### src/deq_pkg.sv
// Package for the double-ended queue: action and status codes, controller
// states and the operation struct passed from pointer logic to the top level.
// No dependencies.
package deq_pkg;

  typedef enum logic [1:0] {
    ACT_PUSH_BACK  = 2'd0,
    ACT_PUSH_FRONT = 2'd1,
    ACT_POP_FRONT  = 2'd2,
    ACT_POP_BACK   = 2'd3
  } action_t;

  typedef enum logic [1:0] {
    ST_OK    = 2'd0,
    ST_EMPTY = 2'd1,
    ST_FULL  = 2'd2
  } status_t;

  typedef enum logic {
    S_IDLE = 1'b0,
    S_READ = 1'b1
  } state_t;

  // Decoded operation for the transaction being accepted
  typedef struct packed {
    logic    wr_en;
    logic    rd_en;
    status_t status;
  } deq_op_t;

  localparam logic signed [31:0] NEG_ONE = -32'sd1;

endpackage

### src/double_ended_queue.sv
// Top level of the bounded double-ended queue: controller, output register,
// pointer logic and slot memory. Depends on deq_pkg, deq_ptr and deq_ram.
//
//   channel | signals                          | direction
//   in      | in_valid in_ready action value   | item into the deque
//   out     | out_valid out_ready popped status occupancy | one result per item
//
// A push, or a pop that finds the deque empty, gives its result in the cycle
// after acceptance; a pop of a stored word passes the slot memory's read
// register, then enters the output register once free. A new item is taken
// once the previous one has reached the output register and that register is
// free or being emptied. Reset clears the pointer, the count and the controller;
// the slot memory needs no clearing. A stalled output holds all results in place.
module double_ended_queue #(
  parameter int DEPTH = 16
) (
  input  logic               clk,
  input  logic               rst,
  input  logic               in_valid,
  output logic               in_ready,
  input  logic [1:0]         action,
  input  logic signed [31:0] value,
  output logic               out_valid,
  input  logic               out_ready,
  output logic signed [31:0] popped,
  output logic [1:0]         status,
  output logic [4:0]         occupancy
);
  import deq_pkg::*;

  localparam int IW = (DEPTH > 1) ? $clog2(DEPTH) : 1;
  localparam int CW = $clog2(DEPTH + 1);

  state_t             state, state_next;
  deq_op_t            op;
  logic [IW-1:0]      addr;
  logic [CW-1:0]      count_next;
  logic signed [31:0] rd_data;
  logic               out_free, fire, load_now, load_rd;

  deq_ptr #(.DEPTH(DEPTH), .IW(IW), .CW(CW)) u_ptr (
    .clk        (clk),
    .rst        (rst),
    .fire       (fire),
    .action     (action),
    .op         (op),
    .addr       (addr),
    .count_next (count_next)
  );

  deq_ram #(.DEPTH(DEPTH), .IW(IW)) u_ram (
    .clk     (clk),
    .wr_en   (op.wr_en),
    .rd_en   (op.rd_en),
    .addr    (addr),
    .wr_data (value),
    .rd_data (rd_data)
  );

  // Hold the state register
  always_ff @(posedge clk) begin
    if (rst) begin
      state <= S_IDLE;
    end else begin
      state <= state_next;
    end
  end

  // Accept when idle and the output slot can take a result
  always_comb begin
    out_free   = !out_valid || out_ready;
    in_ready   = (state == S_IDLE) && out_free;
    fire       = in_valid && in_ready;
    load_now   = 1'b0;
    load_rd    = 1'b0;
    state_next = state;
    case (state)
      S_IDLE: begin
        if (fire) begin
          if (op.rd_en) begin
            state_next = S_READ;
          end else begin
            load_now = 1'b1;
          end
        end
      end
      S_READ: begin
        if (out_free) begin
          load_rd    = 1'b1;
          state_next = S_IDLE;
        end
      end
      default: begin
        state_next = S_IDLE;
      end
    endcase
  end

  // Drop the valid once the result is taken
  always_ff @(posedge clk) begin
    if (rst) begin
      out_valid <= 1'b0;
    end else if (load_now || load_rd) begin
      out_valid <= 1'b1;
    end else if (out_ready) begin
      out_valid <= 1'b0;
    end
  end

  // Capture the result transaction
  always_ff @(posedge clk) begin
    if (load_now) begin
      popped    <= NEG_ONE;
      status    <= op.status;
      occupancy <= 5'(count_next);
    end else if (load_rd) begin
      popped    <= rd_data;
      status    <= ST_OK;
      occupancy <= 5'(count_next);
    end
  end

endmodule

### src/deq_ram.sv
// Slot storage for the double-ended queue: one synchronous memory with a
// shared address, registered read data held between reads.
// Depends on nothing.
module deq_ram #(
  parameter int DEPTH = 16,
  parameter int IW    = 4
) (
  input  logic                clk,
  input  logic                wr_en,
  input  logic                rd_en,
  input  logic [IW-1:0]       addr,
  input  logic signed [31:0]  wr_data,
  output logic signed [31:0]  rd_data
);

  logic signed [31:0] mem [DEPTH];

  // Write one slot
  always_ff @(posedge clk) begin
    if (wr_en) begin
      mem[addr] <= wr_data;
    end
  end

  // Read one slot; hold the data until the next read
  always_ff @(posedge clk) begin
    if (rd_en) begin
      rd_data <= mem[addr];
    end
  end

endmodule

### src/deq_ptr.sv
// Front pointer and element count of the double-ended queue: decodes the
// action, picks the slot address and updates the ring state.
// Depends on deq_pkg.
module deq_ptr #(
  parameter int DEPTH = 16,
  parameter int IW    = 4,
  parameter int CW    = 5
) (
  input  logic            clk,
  input  logic            rst,
  input  logic            fire,
  input  logic [1:0]      action,
  output deq_pkg::deq_op_t op,
  output logic [IW-1:0]   addr,
  output logic [CW-1:0]   count_next
);
  import deq_pkg::*;

  localparam int SW = IW + 1;

  logic [IW-1:0] front, front_next;
  logic [CW-1:0] count;
  logic          full, empty;
  logic [IW-1:0] front_inc, front_dec, tail, last;
  logic [SW-1:0] sum, sum_m1;

  assign full  = (count == CW'(DEPTH));
  assign empty = (count == '0);

  // Ring arithmetic: every sum stays below twice the depth
  assign front_inc = (front == IW'(DEPTH - 1)) ? '0 : front + 1'b1;
  assign front_dec = (front == '0) ? IW'(DEPTH - 1) : front - 1'b1;
  assign sum       = SW'(front) + SW'(count);
  assign sum_m1    = sum - 1'b1;
  assign tail      = (sum >= SW'(DEPTH)) ? IW'(sum - SW'(DEPTH)) : sum[IW-1:0];
  assign last      = (sum_m1 >= SW'(DEPTH)) ? IW'(sum_m1 - SW'(DEPTH)) : sum_m1[IW-1:0];

  // Decode the action against the current fill
  always_comb begin
    op         = '{wr_en: 1'b0, rd_en: 1'b0, status: ST_OK};
    addr       = front;
    front_next = front;
    count_next = count;
    if (fire) begin
      case (action_t'(action))
        ACT_PUSH_BACK: begin
          if (full) begin
            op.status = ST_FULL;
          end else begin
            op.wr_en   = 1'b1;
            addr       = tail;
            count_next = count + 1'b1;
          end
        end
        ACT_PUSH_FRONT: begin
          if (full) begin
            op.status = ST_FULL;
          end else begin
            op.wr_en   = 1'b1;
            addr       = front_dec;
            front_next = front_dec;
            count_next = count + 1'b1;
          end
        end
        ACT_POP_FRONT: begin
          if (empty) begin
            op.status = ST_EMPTY;
          end else begin
            op.rd_en   = 1'b1;
            addr       = front;
            front_next = front_inc;
            count_next = count - 1'b1;
          end
        end
        ACT_POP_BACK: begin
          if (empty) begin
            op.status = ST_EMPTY;
          end else begin
            op.rd_en   = 1'b1;
            addr       = last;
            count_next = count - 1'b1;
          end
        end
        default: begin
          op.status = ST_OK;
        end
      endcase
    end
  end

  // Advance pointer and count on each transaction
  always_ff @(posedge clk) begin
    if (rst) begin
      front <= '0;
      count <= '0;
    end else begin
      front <= front_next;
      count <= count_next;
    end
  end

endmodule

### config.mk
export PLATFORM = sky130hd
export DESIGN_NAME = double_ended_queue
export DESIGN_NICKNAME = d
export VERILOG_FILES = /design/src/deq_pkg.sv /design/src/double_ended_queue.sv /design/src/deq_ram.sv /design/src/deq_ptr.sv
export SDC_FILE = /design/constraint.sdc
export NUM_CORES = 1
export LEC_CHECK = 0
export ABC_AREA = 1
export BUFFER_PORTS_ARGS = -buffer_cell sky130_fd_sc_hd__buf_2
export CORE_ASPECT_RATIO = 2
export CORE_MARGIN = 2
export CORE_UTILIZATION = 35
export DETAILED_ROUTE_END_ITERATION = 10
export GPL_TIMING_DRIVEN = 0
export PLACE_DENSITY_LB_ADDON = 0.25
export SKIP_LAST_GASP = 1
export SLEW_MARGIN = 5
export SYNTH_ARGS = -nofsm -noshare
export SYNTH_HDL_FRONTEND = slang
export SYNTH_SLANG_ARGS = --single-unit
export TNS_END_PERCENT = 10
### constraint.sdc
create_clock -name clk -period 4.2 [get_ports clk]
set_clock_uncertainty 0.1 [all_clocks]
set_input_delay 0.84 -clock clk [delete_from_list [all_inputs] [get_ports clk]]
set_output_delay 0.84 -clock clk [all_outputs]
set_load 0.02 [all_outputs]
== Word-level counts from Yosys, hierarchy flattened ==
Memory sizes are Yosys's and may differ from the RTL's. A register that Yosys moved wholly into a read port is not among the register bits.
Cells that the tools add are included.

* $add $sub $neg: 8
* Magnitude comparators: 2
* Muxes and demuxes: 40
* Bitwise gates (word level): 1
* Reduce and logical (&&, ||, !) cells: 14
* Eq/ne operators: 6

{| class="wikitable"
|+ Operator list
! operator !! number
|-
| 4-bit two-way mux || 10
|-
| 5-bit two-way mux || 5
|-
| 1-bit two-way mux || 17
|-
| 4-bit case mux with 4 select lines || 1
|-
| 4-bit by 1-bit subtractor with 4-bit output (second input constant) || 3
|-
| 5-bit greater-or-equal comparator (second input constant) || 2
|-
| 5-bit case mux with 2 select lines || 1
|-
| 5-bit by 1-bit subtractor with 5-bit output (second input constant) || 2
|-
| 4-bit case mux with 2 select lines || 1
|-
| 2-bit two-way mux || 3
|-
| 2-bit nonzero test || 3
|-
| 4-bit by 5-bit adder with 5-bit output || 1
|-
| 5-bit by 1-bit adder with 5-bit output (second input constant) || 1
|-
| 5-bit == test (second input constant) || 1
|-
| 5-bit zero test || 1
|-
| 4-bit by 1-bit adder with 4-bit output (second input constant) || 1
|-
| 2-bit == test (second input constant) || 2
|-
| 4-bit == test (second input constant) || 1
|-
| 4-bit zero test || 1
|-
| 2-bit case mux with 2 select lines || 1
|-
| 2-bit OR reduction || 2
|-
| 3-bit AND reduction || 1
|-
| 2-bit by 1-bit == test with 1-bit output (second input constant) || 1
|-
| 1-bit logical AND || 2
|-
| other kinds (6) || 7
|}

* Memories: 1
* Output and inout port bits: 41
* Register bits after elaboration: 50
* Logic and storage cells: 79
* Memory bits (writable): 512
* Bits of input ports: 38

{| class="wikitable"
|+ Memory list
! name !! depth !! bits a word !! read ports !! clocked after Yosys merged registers in !! write ports !! RTL line !! source
|-
| u_ram.mem || 16 || 32 || 1 || 1 || 1 || deq_ram.sv:16 || <nowiki>logic signed [31:0] mem [DEPTH];</nowiki>
|}

== Longest topological paths before layout ==
* Depth in word-level cells: 10
* Depth in mapped cells: 20
* Depth with buffers taken out: 18

== By module ==
Synthesis repeated with hierarchy kept, for this count alone.

* Cell total of the unflattened synthesis: 2484
* Area total of the unflattened synthesis: 25294.3 µm²

{| class="wikitable"
|+ Modules (own cells, without submodules)
! module !! instances !! area each (µm²) !! cells an instance !! sequential area each (µm²)
|-
| deq_ram || 1 || 22534.1 || 2113 || 16335.7
|-
| double_ended_queue || 1 || 1496.4 || 164 || 890.9
|-
| deq_ptr || 1 || 1263.7 || 207 || 180.2
|}

== Worst setup path after synthesis ==
OpenSTA, ideal clock, no wires.

* Kind: flip-flop to flip-flop
* Start point: register u_ptr.front[0]
* End point: memory u_ram.mem[0][0] (enable)
* Arrival: 3.669 ns
* Setup slack: 0.010 ns
* Cell stages (with the launch flop): 15
* Data required time: 3.679 ns
* Period minus slack after synthesis: 4.190 ns
* Path buffers: 2
* Setup time: 0.421 ns
* Cells stage by stage: dfxtp_1 -> ha_1 -> fa_1 -> inv_1 -> ha_1 -> nand2_1 -> o211ai_1 -> nand3_1 -> nand2_1 -> nand2_2 -> inv_2 -> buf_2 -> buf_2 -> nand4_1 -> nor2_1

* Cells in the longest elaborated chain, start to end: 7

{| class="wikitable"
|+ Ends and longest elaborated chain
! item !! RTL line !! source
|-
| start: declaration || deq_ptr.sv:21 || <nowiki>logic [IW-1:0] front, front_next;</nowiki>
|-
| start signal: assignment || deq_ptr.sv:97 || <nowiki>front <= front_next;</nowiki>
|-
| 4-bit by 5-bit adder with 5-bit output || deq_ptr.sv:33 || <nowiki>assign sum = SW'(front) + SW'(count);</nowiki>
|-
| 5-bit by 1-bit subtractor with 5-bit output || deq_ptr.sv:34 || <nowiki>assign sum_m1 = sum - 1'b1;</nowiki>
|-
| 4-bit by 1-bit subtractor with 4-bit output or 5-bit greater-or-equal comparator (tied branches) || deq_ptr.sv:36 || <nowiki>assign last = (sum_m1 >= SW'(DEPTH)) ? IW'(sum_m1 - SW'(DEPTH)) : sum_m1[IW-1:0];</nowiki>
|-
| 4-bit two-way mux || deq_ptr.sv:36 ||
|-
| 4-bit two-way mux || deq_ptr.sv:76 || <nowiki>if (empty) begin</nowiki>
|-
| 4-bit case mux with 4 select lines || deq_ptr.sv:45 || <nowiki>case (action_t'(action))</nowiki>
|-
| 4-bit two-way mux (*) || deq_ptr.sv:44 || <nowiki>if (fire) begin</nowiki>
|-
| end: declaration || deq_ram.sv:16 ||
|}

Mark *: on every way between the ends. The rest lies on a longest branch, timed or not.

== Worst setup path in the final report ==
* Start point: register u_ptr.front[0]
* End point: memory u_ram.mem[9][18] (enable)

Same word-level chain as after synthesis.

==> flow_summary.toml <==
[clock_tree]
numCtsBuffers = 51
clock_path_buffers = 3
clk_pin_slew_ps = 70
cts_hold_buffers = 0
ctsRootBufferMaster = "clkbuf_16"
cts.sinks = 594
clk_latency_ps = 600
tritoncts = "yes"
cts.htree.levels = 2

[power]
worst_ir_drop_vdd_v = 0.000273
cellPowerDensity_nw_per_um2 = 533
p_leak_nw = 12.2

[logic_synthesis]
netlist_instances = 2505
synth-seq-area-share_pct = 68.3
synth.distinct_cells = 37
synth_edf_count = 551
ys_ff_latch = 594
synth_area_leaders = "edfxtp_1 (65%), nand2_1 (18%), nand3_1 (6.7%), dfxtp_1 (3.4%), inv_1 (1.5%)"
synth_warnings = 0
synth_ff_type = "edfxtp_1"
ys_top_cells_by_count = "nand2_1 (1207), edfxtp_1 (551), nand3_1 (340)"
synthesis.nets = 2553
synth_largest_area_cell = "edfxtp_1"
async_reset_ff_share_pct = 0
synth_area_um2 = 25500
yosys.area.top_type_share_pct = 64.9
synth_most_common_cell = "nand2_1"
syn_area_per_cell_um2 = 10.2

[placement]
preCtsSetupSlack_ps = -780
portBuffers = 77
gp_congestion = 0.872
hpwlAfterDp_um = 55100

[timing]
setup-tns-final_ps = -10910
max_slew_margin_pct = 30.0
final.setup.worst_slack_ps = -109
drv_slew = 0
period_needed_ps = 4310
hold_viol = 0
worst_pin_slew_ps = 1040
clock.fmax_ghz = 0.232
holdWs_ps = 366
fin_crit_sh_pct = 103
rsz0062_at_grt = "yes"
setup_viol = 211

[floorplan]
fp.dieW_um = 195
rows = 140
die_area_um2 = 75100
start_util_pct = 35.2
die_h_um = 386
core-area_um2 = 72500
io_pins = 79

[critical_path]
path_class = "flip-flop to flip-flop"
crit_fanout = 13
arrival_ps = 4500
cp-end-kind = "flip-flop"
cp-start-kind = "flip-flop"
critPathRequiredTime_ps = 4390

[outcome]
violations = "setup timing"
outcome = "finished, violations left"

[detailed_routing]
drtIter0Drc = 1385
vias = 18500
drc = 0
via_per_inst = 5.08
first_pass_iters = 7
ant_nets = 0
wl_per_cell_um = 21.5
routed_wl_um = 78500

[cells_and_area]
fin_nets = 2732
syn_to_final_growth_pct = 15.9
drive_gt1_share_pct = 11.8
num_antenna_cells = 0

[global_routing]
grt_pass1_vias = 18500
antenna_found_initial = 1
grt_pass1_wl_um = 114000
grt_max_degree = 26
gr-total-overflow = 0
grt_usage_pct = 20.6

[min_path]
hp-class = "flip-flop to flip-flop"

[job]
drv_cap = 0
-- final timing paths --
check | start | to | slack, ps | cells past startpoint
worst max register to register | u_ptr.front[0]$_SDFFE_PP0P_ | u_ram.mem[9][18]$_DFFE_PP_ | -110 | 15
worst min-delay path | popped[4]$_SDFFE_PP1P_ | popped[4]$_SDFFE_PP1P_ | 370 | 2
worst min register to register | popped[4]$_SDFFE_PP1P_ | popped[4]$_SDFFE_PP1P_ | 370 | 2
worst max-delay path | u_ptr.front[0]$_SDFFE_PP0P_ | u_ram.mem[9][18]$_DFFE_PP_ | -110 | 15
-- registers in the layout (all words and copies together), names as in the netlist, 2 cells and up --
register / flops
popped: 32
u_ram.mem: 512
u_ram.rd_data: 32
occupancy: 5
status: 2
u_ptr.count: 5
u_ptr.front: 4
-- power by group --
group / internal [mW] / switching [mW]
Combinational: 1.11 / 2.83
Clock: 2.69 / 2.17
Sequential: 6.83 / 0.120
-- layer usage --
metal  GRT usage (%)  up-vias  share of wire [%]
li1                -     8685                  -
met4            14.2        2                7.2
met1            21.1     8956                 34
met5               0        -              0.020
met3            2.26      215                4.9
met2            39.1      653                 54
-- metrics by stage --
step / std cells / utilization [%] / cell area (um^2) / power (mW)
global route: 3647 / 40.7 / 29500 / 16.5
floorplan: 2505 / - / 25500 / 9.50
finish: 3647 / 40.7 / 29500 / 15.8
CTS: 3623 / 40.4 / 29300 / 15.8
global placement: 3505 / 37.3 / 27000 / 10.9
detailed placement: 3522 / 38.0 / 27500 / 11.0
-- critical path, cell delays in order, from the launching register on --
cell and delay (ps):
dfxtp_1 420, ha_1 260, fa_1 490, inv_1 70
ha_1 270, nand2_1 50, o211ai_1 100, nand3_1 90
nand2_1 80, nand2_2 110, inv_2 100, buf_2 380
buf_2 330, nand3_1 490, nor2_4 360, buf_4 300
-- placed cells by master, fill, tap and decap left out, types with 6 or more instances in the layout --
master,count
nor2_4,18
bufinv_16,7
buf_12,20
clkbuf_16,52
nand4_1,7
clkbuf_1,38
clkinv_2,9
nand3_1,340
dfxtp_1,43
edfxtp_1,551
buf_4,41
ha_1,9
buf_2,143
inv_1,101
o21ai_0,14
clkinv_1,15
nor2_1,12
nand2_1,1207
a21oi_1,9
xnor2_1,6
buf_1,26
-- what timing repair did --
action / 4_1_cts / 5_1_grt
pin swaps: 4 / 11
gates cloned: 1 / 1
gates resized for setup: 0 / 1
endpoints found under the setup margin: 463 / 463
setup buffers: 7 / 23
-- area by class of cell --
cell class                      instances  area [um^2]
Clock buffer                           57         1320
Multi-Input combinational cell       1662         7120
Buffer                                145          709
Sequential cell                       594        17400
Tap cell                              923         1150
Timing Repair Buffer                  124         1070
Inverter                              106          398
Fill cell                            7002        43000
Clock inverter                         36          364
-- logic make-up (layout without fill, tap and decap cells) --
kind of cell	after synthesis	count (layout)	share of synthesized area (%)
DFF	594	594	68.3
adders and majority gates	10	10	0.520
and+or+nand+nor	1599	1601	25.5
buffers and inverters	251	468	4.34
AOI/OAI and AO/OA	41	41	0.982
xor gates and xnor gates	10	10	0.344
(Power assumes the default switching activity.)
